`src/lrl_pkg.sv`:
```
// Shared types, constants and helper function of the sliding-window log rate limiter.
package lrl_pkg;

  localparam int NUM_CLIENTS = 64;
  localparam int LOG_DEPTH   = 64;

  localparam int CL_AW  = (NUM_CLIENTS > 1) ? $clog2(NUM_CLIENTS) : 1;
  localparam int HEAD_W = (LOG_DEPTH > 1) ? $clog2(LOG_DEPTH) : 1;
  localparam int CNT_W  = $clog2(LOG_DEPTH + 1);
  localparam int TL_AW  = $clog2(NUM_CLIENTS * LOG_DEPTH);
  localparam int MAXREQ_W = 7;
  localparam int LIM_W  = (CNT_W > MAXREQ_W) ? CNT_W : MAXREQ_W;

  localparam int PADDR_W = 4;

  localparam logic [1:0] OP_CHECK   = 2'd0;
  localparam logic [1:0] OP_BLOCK   = 2'd1;
  localparam logic [1:0] OP_UNBLOCK = 2'd2;
  localparam logic [1:0] OP_RESET   = 2'd3;

  localparam logic [1:0] REG_MAX_REQUESTS   = 2'd0;
  localparam logic [1:0] REG_WINDOW_SECONDS = 2'd1;
  localparam logic [1:0] REG_BLOCK_SECONDS  = 2'd2;

  localparam logic [6:0]  RST_MAX_REQUESTS   = 7'd60;
  localparam logic [15:0] RST_WINDOW_SECONDS = 16'd60;
  localparam logic [15:0] RST_BLOCK_SECONDS  = 16'd3600;

  typedef struct packed {
    logic [1:0]  op;
    logic [5:0]  client;
    logic [31:0] now_seconds;
    logic [15:0] block_duration;
  } in_item_t;

  typedef struct packed {
    logic       allowed;
    logic [6:0] window_count;
    logic       client_blocked;
  } out_item_t;

  typedef struct packed {
    logic [6:0]  req_cap;
    logic [15:0] window_span;
    logic [15:0] block_seconds;
  } cfg_t;

  // Per-client bookkeeping as it sits in the client memory.
  typedef struct packed {
    logic [HEAD_W-1:0] head;
    logic [CNT_W-1:0]  count;
    logic              blocked;
    logic [31:0]       release_time;
  } client_rec_t;

  typedef struct packed {
    logic accept;
    logic fetch;
    logic pop;
    logic commit;
  } cmd_t;

  typedef struct packed {
    logic [1:0] op;
    logic       in_range;
    logic       hold;
    logic       cnt_zero;
    logic       expired;
    logic       out_free;
  } stat_t;

  function automatic logic [31:0] sat_add(logic [31:0] a, logic [15:0] b);
    logic [32:0] s;
    s = {1'b0, a} + 33'(b);
    return s[32] ? 32'hFFFF_FFFF : s[31:0];
  endfunction

endpackage

```
`src/lrl_ctrl.sv`:
```
// Sequencer that steps one transaction through fetch, expiry and commit.
module lrl_ctrl
  import lrl_pkg::*;
(
  input  logic  clk,
  input  logic  rst,
  input  logic  in_valid,
  output logic  in_stall,
  input  stat_t stat,
  output cmd_t  cmd
);

  typedef enum logic [2:0] {
    S_IDLE,
    S_FETCH,
    S_EXP_RD,
    S_EXP_CMP,
    S_FINISH
  } state_t;

  state_t state, state_next;

  always_ff @(posedge clk) begin
    if (rst) begin
      state <= S_IDLE;
    end else begin
      state <= state_next;
    end
  end

  assign in_stall = (state != S_IDLE);

  always_comb begin
    state_next = state;
    cmd        = '0;
    case (state)
      S_IDLE: begin
        if (in_valid) begin
          cmd.accept = 1'b1;
          state_next = S_FETCH;
        end
      end
      S_FETCH: begin
        cmd.fetch = 1'b1;
        if (stat.in_range && (stat.op == OP_CHECK) && !stat.hold) begin
          state_next = S_EXP_RD;
        end else begin
          state_next = S_FINISH;
        end
      end
      S_EXP_RD: begin
        // The oldest entry's read is under way; nothing to read if the log is empty.
        state_next = stat.cnt_zero ? S_FINISH : S_EXP_CMP;
      end
      S_EXP_CMP: begin
        if (stat.expired) begin
          cmd.pop    = 1'b1;
          state_next = S_EXP_RD;
        end else begin
          state_next = S_FINISH;
        end
      end
      S_FINISH: begin
        if (stat.out_free) begin
          cmd.commit = 1'b1;
          state_next = S_IDLE;
        end
      end
      default: state_next = S_IDLE;
    endcase
  end

endmodule

```
`config.mk`:
```
export PLATFORM = sky130hd
export DESIGN_NAME = lrl_ctrl
export DESIGN_NICKNAME = d
export VERILOG_FILES = /design/src/lrl_pkg.sv /design/src/lrl_ctrl.sv
export SDC_FILE = /design/constraint.sdc
export NUM_CORES = 1
export LEC_CHECK = 0
export ABC_AREA = 1
export ABC_CLOCK_PERIOD_IN_PS = 2600
export BUFFER_PORTS_ARGS = -buffer_cell sky130_fd_sc_hd__buf_2
export CAP_MARGIN = 20
export CORE_AREA = 2 2 39 41
export DETAILED_ROUTE_END_ITERATION = 8
export DIE_AREA = 0 0 41 43
export PLACE_DENSITY = 0.49
export SLEW_MARGIN = 20
export SYNTH_ARGS = -nofsm -noshare
export SYNTH_HDL_FRONTEND = slang
export SYNTH_SLANG_ARGS = --single-unit
```
`constraint.sdc`:
```
create_clock -name clk -period 2.6 [get_ports clk]
set_input_delay 0.13 -clock clk [delete_from_list [all_inputs] [get_ports clk]]
set_output_delay 0.13 -clock clk [all_outputs]
set_load 0.05 [all_outputs]
```
==> results.cfg <==
[floorplanning]
rows = 14
die_y_um = 43
coreArea_um2 = 1384
die_w_um = 41
die_area_um2 = 1763
boundaryPins = 15
start_util = 0.1736

[clocking]
cts.path.max_buffers = 2
cts_buffers = 3
clock-sinks = 3
hold_buffers = 0
post_cts_buffers = 0
cts_htree_levels = 1
root_buffer = clkbuf_4
clk-insertion-delay-late_ns = 0.23
cts.clk_slew.worst_paths_ns = 0.04
post_cts_resized = 0
cts_tree = done

[yosys]
yosys-top-cells-area = dfxtp_1, inv_1, nand4_1
synth_area_um2 = 240.2
yosys_warnings = 0
syn_inst = 39
synthTopCellsByCount = inv_1, nand2_1, nor2_1
yosysTopAreaCell = dfxtp_1
synth.most_common_cell = inv_1
synth_top_area_share = 0.2500
synth_cell_types = 16
syn_area_per_cell_um2 = 6.160
async_flop_share = 0
synth_nets = 49
ys_seq_area_frac = 0.2500
ys_dominant_reg_cell = dfxtp_1
synth-edff-count = 0
synth.ff_latch_count = 3

[grt]
met1_usage = 0.08654
grt_pass1_wl_um = 1021
grt_usage = 0.08927
gr-usage-met3 = 0.05236
grt-ovfl-total = 0
busiest_layer = met2
antenna_found_initial = 0
grt_max_degree = 9
grt_pass1_vias = 283
use_met2 = 0.1344

[sta]
final_hold_viol_count = 0
setup_viol = 0
slew_violations = 0
rsz0062_at_grt = no
skew_ns = 0.0001638
min_period_ns = 1.365
fin_tns_setup_ns = 0
fmax_ghz = 0.7325
worst_slew_pin_slew_ns = 0.3071
fin_hold_ws_ns = 0.09388
post-route-period-util = 0.5251
slew_headroom = 0.7950

[placement]
place_area_um2 = 325.3
dp_hpwl_um = 467.5
place_congestion = 0.6070
io_buffers = 14

[route]
routed_via_density = 3.972
drc_errors = 0
ant_nets = 0
vias = 286
drt_first_iter_violations = 11
wl_per_cell_um = 7.819
drtPass1Iterations = 4
totalWireLength_um = 563

[layout]
top_register = state
reg_top3 = state: 3 flops
fin_area_um2 = 351.6
nets = 67
antennaDiodeCount = 0
largest_register_ffs = 3
area_growth_syn_to_layout_pct = 46.35
drive_gt1_frac = 0.4107

[critical_path]
worstPathCellList = inv_1 -> nor4_1 -> buf_2
cp_top_family = buffers and inverters
cp-start-kind = register
cp.required_ns = 2.47
cp-end-kind = output pin
max_stage_delay_ns = 0.35
reg2reg_slack_ns = 1.63
cp_slowest_cell = dfxtp_1
crit_type = reg -> out
arrival_ns = 1.24
crit_buf_inv = 2
cp_max_fo = 4

[power]
p_leak_nw = 0.1976
p_per_area_nw_per_um2 = 638.3
ir_drop_v = 0.0001298

[job]
drv_cap = 0

[run_status]
outcome = completed

[worst_hold_path]
holdCritPathClass = in -> reg
## kinds of logic (layout without fill, tap and decap cells)
logic type,count (synthesis),after routing,synth area share
buffers and inverters,12,29,0.1927
DFF,3,3,0.2500
AOI/OAI and AO/OA,3,3,0.07809
and+or+nand+nor,21,21,0.4791
## final cells by class
type	instances	area [µm²]
Tap cell	16	20.02
Clock buffer	4	26.28
Multi-Input combinational cell	24	133.9
Fill cell	167	1032
Inverter	11	41.29
Timing Repair Buffer	14	70.07
Sequential cell	3	60.06
## cells in the final DEF (no fill, tap or decap)
cell      synthesis  layout
inv_1            11      11
nor4_1            1       1
nor2_1            4       4
nor2_4            1       1
o21ai_1           1       1
buf_2             1      14
dfxtp_1           3       3
nand3_2           1       1
nand4_1           3       3
clkbuf_1          0       1
nor3_1            1       1
nor2_2            1       1
clkbuf_4          0       3
nand2_2           2       2
a21oi_2           1       1
nand2_1           4       4
o21ai_0           1       1
nand3_1           3       3
## metal layers
metal	part of all wire	routed length [µm]
met4	0	0
met1	0.39	222
met2	0.52	293
met3	0.082	46
met5	0	0
## stage by stage
step	utilization	worst slack [ns]	power, mW	cells
6_report	0.2541	1.235	0.2244	72
3_3_place_gp	0.2351	1.487	0.1455	68
5_1_grt	0.2541	1.111	0.2439	72
3_5_place_dp	0.2351	1.475	0.1456	68
4_1_cts	0.2541	1.217	0.2300	72
2_1_floorplan	-	0.4952	0.1239	39
## power breakdown
part / internal [mW] / switching (mW)
Sequential: 0.0510 / 0.00664
Clock: 0.0574 / 0.0228
Combinational: 0.0243 / 0.0623
## path summary, 6_finish.rpt
path                                from  endpoint  cells past startpoint
worst max-delay path            state[2]    cmd[0]                      3
worst min-delay path                 rst  state[1]                      2
worst max register to register  state[1]  state[0]                      3
worst min register to register  state[2]  state[0]                      3
Power figures use the tool's default switching activity.
