### src/lrl_pkg.sv
// Shared types, constants and helper function of the sliding-window log rate limiter.
package lrl_pkg;

  localparam int NUM_CLIENTS = 64;
  localparam int LOG_DEPTH   = 64;

  localparam int CL_AW  = (NUM_CLIENTS > 1) ? $clog2(NUM_CLIENTS) : 1;
  localparam int HEAD_W = (LOG_DEPTH > 1) ? $clog2(LOG_DEPTH) : 1;
  localparam int CNT_W  = $clog2(LOG_DEPTH + 1);
  localparam int TL_AW  = $clog2(NUM_CLIENTS * LOG_DEPTH);
  localparam int MAXREQ_W = 7;
  localparam int LIM_W  = (CNT_W > MAXREQ_W) ? CNT_W : MAXREQ_W;

  localparam int PADDR_W = 4;

  localparam logic [1:0] OP_CHECK   = 2'd0;
  localparam logic [1:0] OP_BLOCK   = 2'd1;
  localparam logic [1:0] OP_UNBLOCK = 2'd2;
  localparam logic [1:0] OP_RESET   = 2'd3;

  localparam logic [1:0] REG_MAX_REQUESTS   = 2'd0;
  localparam logic [1:0] REG_WINDOW_SECONDS = 2'd1;
  localparam logic [1:0] REG_BLOCK_SECONDS  = 2'd2;

  localparam logic [6:0]  RST_MAX_REQUESTS   = 7'd60;
  localparam logic [15:0] RST_WINDOW_SECONDS = 16'd60;
  localparam logic [15:0] RST_BLOCK_SECONDS  = 16'd3600;

  typedef struct packed {
    logic [1:0]  op;
    logic [5:0]  client;
    logic [31:0] now_seconds;
    logic [15:0] block_duration;
  } in_item_t;

  typedef struct packed {
    logic       allowed;
    logic [6:0] window_count;
    logic       client_blocked;
  } out_item_t;

  typedef struct packed {
    logic [6:0]  req_cap;
    logic [15:0] window_span;
    logic [15:0] block_seconds;
  } cfg_t;

  // Per-client bookkeeping as it sits in the client memory.
  typedef struct packed {
    logic [HEAD_W-1:0] head;
    logic [CNT_W-1:0]  count;
    logic              blocked;
    logic [31:0]       release_time;
  } client_rec_t;

  typedef struct packed {
    logic accept;
    logic fetch;
    logic pop;
    logic commit;
  } cmd_t;

  typedef struct packed {
    logic [1:0] op;
    logic       in_range;
    logic       hold;
    logic       cnt_zero;
    logic       expired;
    logic       out_free;
  } stat_t;

  function automatic logic [31:0] sat_add(logic [31:0] a, logic [15:0] b);
    logic [32:0] s;
    s = {1'b0, a} + 33'(b);
    return s[32] ? 32'hFFFF_FFFF : s[31:0];
  endfunction

endpackage

### src/lrl_cfg.sv
// Configuration register file behind the APB-style port.
module lrl_cfg
  import lrl_pkg::*;
(
  input  logic               clk,
  input  logic               rst,
  input  logic               psel,
  input  logic               penable,
  input  logic               pwrite,
  input  logic [PADDR_W-1:0] paddr,
  input  logic [31:0]        pwdata,
  output logic [31:0]        prdata,
  output logic               pready,
  output cfg_t               cfg
);

  logic       wr_en;
  logic [1:0] reg_idx;

  assign pready  = 1'b1;
  assign reg_idx = paddr[3:2];
  assign wr_en   = psel && penable && pwrite && pready;

  always_ff @(posedge clk) begin
    if (rst) begin
      cfg.req_cap       <= RST_MAX_REQUESTS;
      cfg.window_span   <= RST_WINDOW_SECONDS;
      cfg.block_seconds <= RST_BLOCK_SECONDS;
    end else if (wr_en) begin
      case (reg_idx)
        REG_MAX_REQUESTS:   cfg.req_cap       <= pwdata[6:0];
        REG_WINDOW_SECONDS: cfg.window_span   <= pwdata[15:0];
        REG_BLOCK_SECONDS:  cfg.block_seconds <= pwdata[15:0];
        default: ;
      endcase
    end
  end

  always_comb begin
    case (reg_idx)
      REG_MAX_REQUESTS:   prdata = 32'(cfg.req_cap);
      REG_WINDOW_SECONDS: prdata = 32'(cfg.window_span);
      REG_BLOCK_SECONDS:  prdata = 32'(cfg.block_seconds);
      default:            prdata = 32'd0;
    endcase
  end

endmodule

### config.mk
export PLATFORM = sky130hd
export DESIGN_NAME = lrl_cfg
export DESIGN_NICKNAME = d
export VERILOG_FILES = /design/src/lrl_pkg.sv /design/src/lrl_cfg.sv
export SDC_FILE = /design/constraint.sdc
export NUM_CORES = 1
export LEC_CHECK = 0
export BUFFER_PORTS_ARGS = -buffer_cell sky130_fd_sc_hd__buf_2
export CORE_UTILIZATION = 38
export CTS_BUF_LIST = sky130_fd_sc_hd__clkbuf_2
export DETAILED_ROUTE_END_ITERATION = 10
export GPL_TIMING_DRIVEN = 1
export PLACE_DENSITY = 0.68
export SYNTH_ARGS = -nofsm -noshare
export SYNTH_HDL_FRONTEND = slang
export SYNTH_SLANG_ARGS = --single-unit
### constraint.sdc
create_clock -name clk -period 1.8 [get_ports clk]
set_clock_uncertainty 0.15 [all_clocks]
set_input_delay 0.45 -clock clk [delete_from_list [all_inputs] [get_ports clk]]
set_output_delay 0.45 -clock clk [all_outputs]
set_load 0.01 [all_outputs]
==> metrics.csv, run 1 <==
stage,metric,value,unit
status,status,"finished, final reports clean",
flow_run,max_cap_violations,0,
clock_tree,clkLatencyLatePin,0.37,ns
route,num_vias,1672,
setup_path,cp_slowest_stage_delay,0.22,ns
place,post_dp_cell_area,2470,um^2
synthesis,yosysWarnings,0,
sta,fmax,0.563,GHz
cells_and_area,drive_gt1_frac,0.409,
cells_and_area,final_core_util,0.505,
die,die_y,74.7,um
route,drt-initial-drc-count,39,
die,coreArea,5110,um^2
route,antenna_left,0,
cells_and_area,syn2layout_area_growth,28.7,%
clock_tree,cts.sinks,39,
cells_and_area,antenna_cells,0,
sta,rsz0062_at_grt,yes,
pwr,p_clk_frac,0.253,
synthesis,postSynthAreaPerCell,9.55,um^2
synthesis,synth_area_leader_cell,dfxtp_1,
die,start_util,0.393,
die,io_pins,113,
sta,post-route-min-period,1.78,ns
global_route,grt_usage,0.164,
place,gp_congestion,0.698,
sta,setup_slack,0.0238,ns
cells_and_area,final_area,2580,um^2
synthesis,ys_seq_area_frac,0.389,
pwr,swShare,0.276,
place,io_buffer_count,77,
route,drt-pass1-iter-count,6,
pwr,combPwrFrac,0.151,
synthesis,synthArstFlopShare,0,
setup_path,critical_path.startpoint_type,input pin,
global_route,grt_antenna_before_repair,0,
route,drc_errors,0,
pwr,p_per_area,576,nW/um^2
cells_and_area,multi_input_area,1100,um^2
cells_and_area,largest_reg_flops,39,
global_route,gr-total-overflow,0,
pwr,seq_power_share,0.595,
pwr,p_total,1.49,mW
route,wire_per_inst,12.5,um
sta,finalSetupTns,0,ns
sta,finalHoldWorstSlack,0.158,ns
global_route,grt_pass1_wl,6.84,mm
place,dp_worst_setup_slack,-0.0416,ns
pwr,power_switching,0.410,mW
setup_path,worst_setup_path_end_kind,output pin,
global_route,grt_max_degree,34,
synthesis,synth_area,2010,um^2
setup_path,crit_chain,buf_6 > nor2b_4 > buf_12 > a22o_1 > buf_2,
clock_tree,cts_buffers,5,
setup_path,slowest_stage,a22o_1,
hold_path,hp-class,input pin to flip-flop,
synthesis,synth_most_common_cell,mux2i_1,
route,wirelength,4.58,mm
die,fp-row-count,26,
sta,fin_crit_sh,0.987,
setup_path,cp.arrival,1.18,ns
synthesis,yosys.area.top_type_share,0.389,
sta,hold_viol_final,0,
synthesis,synth-edff-count,0,
synthesis,synthCells,210,
sta,slew_violations,0,
place,dpl.hpwl,3.27,mm
clock_tree,cts_tree,done,
clock_tree,clk_transition_reported_paths,0.20,ns
place,dp_cells,356,
cells_and_area,layout.nets,336,
cells_and_area,final_cells,366,
setup_path,critPathRequiredTime,1.20,ns
cells_and_area,largest_registers,cfg x39,
synthesis,synthFlopType,dfxtp_1,
cells_and_area,register_area,798,um^2
setup_path,worst-setup-path-type,input pin to output pin,
synthesis,synthTopCellsByArea,"dfxtp_1, mux2i_1, nand2b_1",
route,vias_per_cell,4.57,
pwr,peakVddDrop,0.000391,V
synthesis,ys_seq_elements,39,
cells_and_area,fill_cells,530,
synthesis,yosysUniqueCellTypes,19,
clock_tree,htree_levels,2,
pwr,p_leak,1.27,nW
clock_tree,cts-root-buf,clkbuf_2,
global_route,grt_pass1_vias,1399,
die,die-area,5570,um^2
pwr,intPower,1.08,mW
clock_tree,cts_buffer_depth,2,
sta,setup_viol,0,
die,die_x,74.7,um
synthesis,ys_top_cells_by_count,"mux2i_1, nand2b_1, dfxtp_1",
setup_path,cp_max_fo,7,
cells_and_area,regMostFlops,cfg,
==> timing repair <==
item                       in CTS  in global routing
pin swaps                       1                  2
buffers inserted                2                  1
setup endpoints to repair      11                 11
gates cloned                    0                  0
gates resized for setup        10                 22
hold buffers                    0                  0
hold endpoints to repair        0                  0
==> worst max-delay path: cells and delay by family <==
family                 cells  cell delay, ns
buffers and inverters      3            0.37
AO/OA/AOI/OAI              1            0.22
AND/OR/NAND/NOR            1            0.13
==> final cells by class <==
cell class                      instances  area share
Clock inverter                          2     0.00291
Sequential cell                        39       0.309
Multi-Input combinational cell        155       0.425
Clock buffer                            6      0.0116
Tap cell                               70      0.0339
Timing Repair Buffer                   94       0.218
==> power groups by stage <==
stage	clock network [mW]	registers, mW	logic, mW
finish	0.377	0.885	0.225
global route	0.436	0.887	0.247
CTS	0.387	0.885	0.223
detailed placement	0	0.902	0.212
global placement	0	0.902	0.210
floorplan	0	0.906	0.145
==> final timing paths <==
path,slack (ns),from,cells after the start,to
max reg2reg,0.99,cfg[20],2,cfg[20]
min,0.16,pwdata[2],3,cfg[2]
max,0.02,paddr[2],5,prdata[11]
min reg2reg,0.35,cfg[33],2,cfg[33]
==> layout by cell type (no fill, tap or decap), drive strengths merged <==
| master | count |
|---|---|
| buf | 94 |
| mux2i | 46 |
| nand2b | 42 |
| dfxtp | 39 |
| nor2 | 19 |
| conb | 17 |
| a22o | 9 |
| nand2 | 7 |
| o21ai | 7 |
| clkbuf | 6 |
| nor2b | 2 |
| clkinv | 2 |
| nor3b | 2 |
| nand4 | 2 |
| nand3 | 1 |
| or3 | 1 |
==> layer usage <==
layer | up-vias | share of wire | GRT usage
met5 | - | 0 | 0
met4 | 0 | 0.0031 | 0.0440
met3 | 2 | 0.082 | 0.0562
met2 | 68 | 0.45 | 0.242
met1 | 763 | 0.47 | 0.229
li1 | 839 | - | -
==> kinds of logic (layout without fill, tap and decap cells) <==
| kind of cell | count (synthesis) | count (layout) | synth area share |
|---|---|---|---|
| simple gates | 76 | 76 | 0.216 |
| mux | 46 | 46 | 0.230 |
| flops | 39 | 39 | 0.389 |
| buf+inv | 31 | 102 | 0.104 |
| compound gates | 16 | 16 | 0.0568 |
| other cells | 2 | 17 | 0.00374 |
No activity file was read; power rests on OpenSTA's default activity.
==> inputs of run 2 (changes only) <==
RECOVER_POWER = 25   (was unset)
SKIP_CTS_REPAIR_TIMING = 1   (was unset)
==> metrics.csv, run 2 (synthesized netlist as in run 1, its figures left out) <==
stage,metric,value,unit,change
setup_path,worst_setup_path_end_kind,output pin,,
pwr,peakVddDrop,0.000383,V,-1.9%
clock_tree,clkLatencyLatePin,0.38,ns,about the same
pwr,intPower,1.07,mW,-0.34%
setup_path,crit_buf_inv,3,,unchanged
global_route,grt_antenna_before_repair,0,,unchanged
setup_path,worst-setup-path-type,input pin to output pin,,
clock_tree,cts_buffer_depth,2,,unchanged
setup_path,cp_slowest_stage_delay,0.22,ns,about the same
global_route,gr-total-overflow,0,,unchanged
sta,hold_viol_final,0,,unchanged
cells_and_area,largest_reg_flops,39,,unchanged
clock_tree,cts_buffers,5,,unchanged
setup_path,cp_max_fo,10,,+3
route,vias_per_cell,4.50,,-1.4%
route,drt-initial-drc-count,46,,+18%
pwr,p_per_area,584,nW/um^2,+1.4%
clock_tree,cts.sinks,39,,unchanged
cells_and_area,drive_gt1_frac,0.380,,-0.0291
cells_and_area,regMostFlops,cfg,,
clock_tree,cts_tree,done,,
setup_path,critPathRequiredTime,1.20,ns,about the same
hold_path,hp-class,input pin to flip-flop,,
die,die_x,74.7,um,unchanged
setup_path,critical_path.startpoint_type,input pin,,
sta,fmax,0.564,GHz,+0.23%
route,num_vias,1644,,-1.7%
route,antenna_left,0,,unchanged
cells_and_area,largest_registers,cfg x39,,
die,start_util,0.393,,unchanged
cells_and_area,syn2layout_area_growth,26.3,%,
status,status,"finished, final reports clean",,
cells_and_area,final_area,2530,um^2,-1.8%
place,dpl.hpwl,3.27,mm,unchanged
cells_and_area,layout.nets,335,,-0.30%
sta,setup_viol,0,,unchanged
cells_and_area,layout_common_cells,"buf_2, mux2i_1, nand2b_1",,
setup_path,regToRegSetupSlack,0.98,ns,about the same
pwr,swShare,0.275,,-0.000989
sta,slew_headroom,0.501,,
die,die_y,74.7,um,unchanged
pwr,p_clk_frac,0.255,,+0.002
cells_and_area,final_core_util,0.496,,-0.00931
setup_path,slowest_stage,a22o_1,,
global_route,grt_pass1_wl,6.73,mm,-1.6%
route,drc_errors,0,,unchanged
route,drt-pass1-iter-count,6,,unchanged
global_route,grt_usage,0.162,,-0.00227
route,wire_per_inst,12.4,um,-1.2%
sta,slew_violations,0,,unchanged
cells_and_area,antenna_cells,0,,unchanged
pwr,p_total,1.48,mW,-0.48%
sta,post-route-min-period,1.77,ns,-0.00406 ns
setup_path,crit_chain,buf_6 > nor2b_4 > buf_12 > a22o_1 > buf_2,,
sta,tightest_slew,0.749,ns,
clock_tree,clk_transition_reported_paths,0.20,ns,about the same
place,gp_congestion,0.698,,unchanged
place,post_dp_cell_area,2470,um^2,unchanged
clock_tree,cts-root-buf,clkbuf_2,,
die,die-area,5570,um^2,unchanged
setup_path,cp.arrival,1.17,ns,about the same
place,io_buffer_count,77,,unchanged
global_route,grt_max_degree,34,,unchanged
pwr,p_leak,1.23,nW,-2.7%
sta,finalHoldWorstSlack,0.156,ns,-0.00224 ns
clock_tree,htree_levels,2,,unchanged
sta,rsz0062_at_grt,yes,,
die,fp-row-count,26,,unchanged
flow_run,max_cap_violations,0,,unchanged
pwr,seq_power_share,0.598,,+0.003
sta,fin_crit_sh,0.985,,-0.00226
pwr,combPwrFrac,0.147,,-0.004
global_route,grt_pass1_vias,1369,,-2.1%
die,io_pins,113,,unchanged
pwr,power_switching,0.407,mW,-0.83%
die,coreArea,5110,um^2,unchanged
route,wirelength,4.51,mm,-1.5%
setup_path,cp_top_family,buffers and inverters,,
cells_and_area,final_common_cell,buf_2,,
-- run 2: final cells by class --
| type | count | area [um^2] |
|---|---|---|
| flip-flops and latches | 39 | 798 |
| repair buffers | 93 | 542 |
| clock buffers | 6 | 30.0 |
| clock inverters | 2 | 7.51 |
| multi-input cells | 155 | 1070 |
| well taps | 70 | 87.6 |
| fillers | 536 | 2570 |
-- run 2: final timing paths --
path / start / endpoint / cells after the start
max: paddr[2] / prdata[13] / 5
min: pwdata[2] / cfg[2] / 3
max reg2reg: cfg[20] / cfg[20] / 2
min reg2reg: cfg[22] / cfg[22] / 2
-- run 2: power groups by stage --
| stage | clock network, mW | logic (mW) | registers, mW |
|---|---|---|---|
| after floorplan | 0 | 0.145 | 0.906 |
| after global placement | 0 | 0.210 | 0.902 |
| after detailed placement | 0 | 0.212 | 0.902 |
| after CTS | 0.387 | 0.213 | 0.885 |
| after global routing | 0.436 | 0.240 | 0.887 |
| final | 0.377 | 0.217 | 0.885 |
-- run 2: layer usage --
metal,share of wire,up-vias,GRT usage
met5,0,-,0
met2,0.45,62,0.236
met4,0.0064,0,0.0440
met3,0.077,5,0.0562
li1,-,834,-
met1,0.47,743,0.228
-- run 2: per-stage QoR --
step / std cells / setup slack (ns) / setup TNS (ns)
global placement: 356 / -0.0381 / -0.219
global route: 365 / -0.0176 / -0.0176
floorplan: 225 / 0.107 / 0
finish: 365 / 0.0279 / 0
CTS: 364 / -0.0416 / -0.268
detailed placement: 356 / -0.0416 / -0.267
-- run 2: worst register-to-register path, stage by stage (launching register included) --
cell and delay (ns):
dfxtp_2 0.37, nor2_1 0.12, mux2i_1 0.09
==> inputs of run 3 (changes only) <==
clock period = 2 ns   (was 1.8 ns; I/O delays follow)
==> metrics.csv, run 3 (synthesized netlist as in run 1, its figures left out) <==
stage,metric,value,unit,change
pwr,p_per_area,542,nW/um^2,-7.2%
setup_path,reg2reg_from,cfg[27],,
cells_and_area,drive_gt1_frac,0.324,,-0.0554
die,die_x,74.7,um,unchanged
setup_path,worst-setup-path-type,input pin to output pin,,
cells_and_area,final_core_util,0.480,,-0.0157
setup_path,cp_max_fo,7,,-3
die,die_y,74.7,um,unchanged
cells_and_area,fill_cells,529,,-1.3%
pwr,p_total,1.33,mW,-10%
setup_path,r2r-end,cfg[27],,
die,coreArea,5110,um^2,unchanged
setup_path,cp_top_family,buffers and inverters,,
cells_and_area,largest_registers,cfg x39,,
clock_tree,cts_buffers,5,,unchanged
sta,fmax,0.512,GHz,
route,drc_errors,0,,unchanged
cells_and_area,layout_common_cells,"buf_2, mux2i_1, nand2b_1",,
setup_path,cp.arrival,1.30,ns,+0.13 ns
hold_path,whs_endpoint,cfg[5],,
sta,post-route-min-period,1.95,ns,
place,gp_congestion,0.739,,+5.8%
cells_and_area,multi_input_area,1060,um^2,-0.94%
place,dpl.hpwl,3.32,mm,+1.7%
cells_and_area,register_area,781,um^2,-2.2%
clock_tree,cts.sinks,39,,unchanged
setup_path,slowest_stage,a22o_1,,
clock_tree,clk_transition_reported_paths,0.20,ns,about the same
global_route,grt_antenna_before_repair,0,,unchanged
status,status,"finished, final reports clean",,
cells_and_area,syn2layout_area_growth,22.3,%,
sta,tightest_slew,0.592,ns,-0.157 ns
setup_path,crit_buf_inv,3,,unchanged
hold_path,min_from,pwdata[5],,
sta,fin_crit_sh,0.976,,
global_route,grt_usage,0.164,,+0.00241
route,num_vias,1653,,+0.55%
cells_and_area,layout.nets,333,,-0.60%
setup_path,crit_top_cell,buf_2,,
setup_path,critical_path.startpoint_type,input pin,,
setup_path,reg2regPathDepth,2,,unchanged
global_route,grt_pass1_vias,1442,,+5.3%
cells_and_area,largest_reg_flops,39,,unchanged
sta,hold_viol_final,0,,unchanged
sta,rsz0062_at_grt,yes,,
route,vias_per_cell,4.55,,+1.1%
clock_tree,clkLatencyLatePin,0.38,ns,about the same
sta,setup_viol,0,,unchanged
flow_run,max_cap_violations,0,,unchanged
setup_path,cp_slowest_stage_delay,0.23,ns,about the same
die,start_util,0.393,,unchanged
cells_and_area,final_common_cell,buf_2,,
die,die-area,5570,um^2,unchanged
cells_and_area,regMostFlops,cfg,,
setup_path,regToRegSetupSlack,1.19,ns,+0.21 ns
route,wire_per_inst,12.4,um,+0.44%
global_route,grt_pass1_wl,6.81,mm,+1.1%
pwr,p_leak,1.21,nW,-2.1%
sta,finalHoldWorstSlack,0.209,ns,+0.0529 ns
place,io_buffer_count,77,,unchanged
global_route,grt_max_degree,46,,+35%
route,wirelength,4.51,mm,-0.11%
cells_and_area,final_cells,363,,-0.55%
global_route,gr-total-overflow,0,,unchanged
sta,finalSetupTns,0,ns,unchanged
route,drt-pass1-iter-count,4,,-2
route,drt-initial-drc-count,33,,-28%
setup_path,critPathRequiredTime,1.35,ns,+0.15 ns
setup_path,crit_chain,buf_2 > nor2b_1 > buf_4 > a22o_1 > buf_2,,
sta,slew_headroom,0.605,,+0.104
die,fp-row-count,26,,unchanged
route,antenna_left,0,,unchanged
hold_path,hp-class,input pin to flip-flop,,
cells_and_area,antenna_cells,0,,unchanged
clock_tree,cts_buffer_depth,2,,unchanged
die,io_pins,113,,unchanged
pwr,peakVddDrop,0.000317,V,-17%
sta,slew_violations,0,,unchanged
clock_tree,cts_tree,done,,
clock_tree,cts-root-buf,clkbuf_2,,
hold_path,min_path_cells,3,,unchanged
clock_tree,htree_levels,2,,unchanged
setup_path,worst_setup_path_end_kind,output pin,,
place,dp_cells,355,,-0.28%
==> run 3: worst max-delay path by stage <==
stage,startpoint,endpoint,slack [ns],cells past startpoint
after floorplan,paddr[3],prdata[0],0.21,5
final,paddr[2],prdata[7],0.05,5
after global placement,paddr[3],prdata[1],0.01,6
after CTS,paddr[3],prdata[1],-0.04,6
after detailed placement,paddr[3],prdata[1],-0.04,6
after global routing,paddr[3],prdata[6],-0.01,6
==> run 3: per-layer routing <==
layer	share of wire	up-vias	global-route usage
met5	0	-	0
met4	0.014	0	0.0566
met3	0.073	7	0.0522
met2	0.45	64	0.259
met1	0.46	756	0.213
li1	-	826	-
==> run 3: layout make-up <==
cell class | instances | share of cell area
Clock buffer | 7 | 0.0143
Clock inverter | 1 | 0.00204
Timing Repair Buffer | 91 | 0.198
Tap cell | 70 | 0.0357
Multi-Input combinational cell | 155 | 0.431
Sequential cell | 39 | 0.318
==> run 3: power by group <==
part / internal, mW / switching (mW) / leakage (nW)
combinational: 0.0819 / 0.100 / 0.860
sequential: 0.789 / 0.00765 / 0.315
clock: 0.0956 / 0.255 / 0.0330
total: 0.966 / 0.363 / 1.21
==> run 3: worst min-delay path: stages <==
cell and delay, ns:
buf_2 0.11, nand2b_1 0.06, mux2i_1 0.06
==> run 3: stage by stage <==
step	cell area [um^2]	worst slack [ns]
2_1_floorplan	2060	0.207
3_3_place_gp	2450	0.00990
3_5_place_dp	2450	-0.0377
4_1_cts	2490	-0.0383
5_1_grt	2450	-0.0124
6_report	2450	0.0477
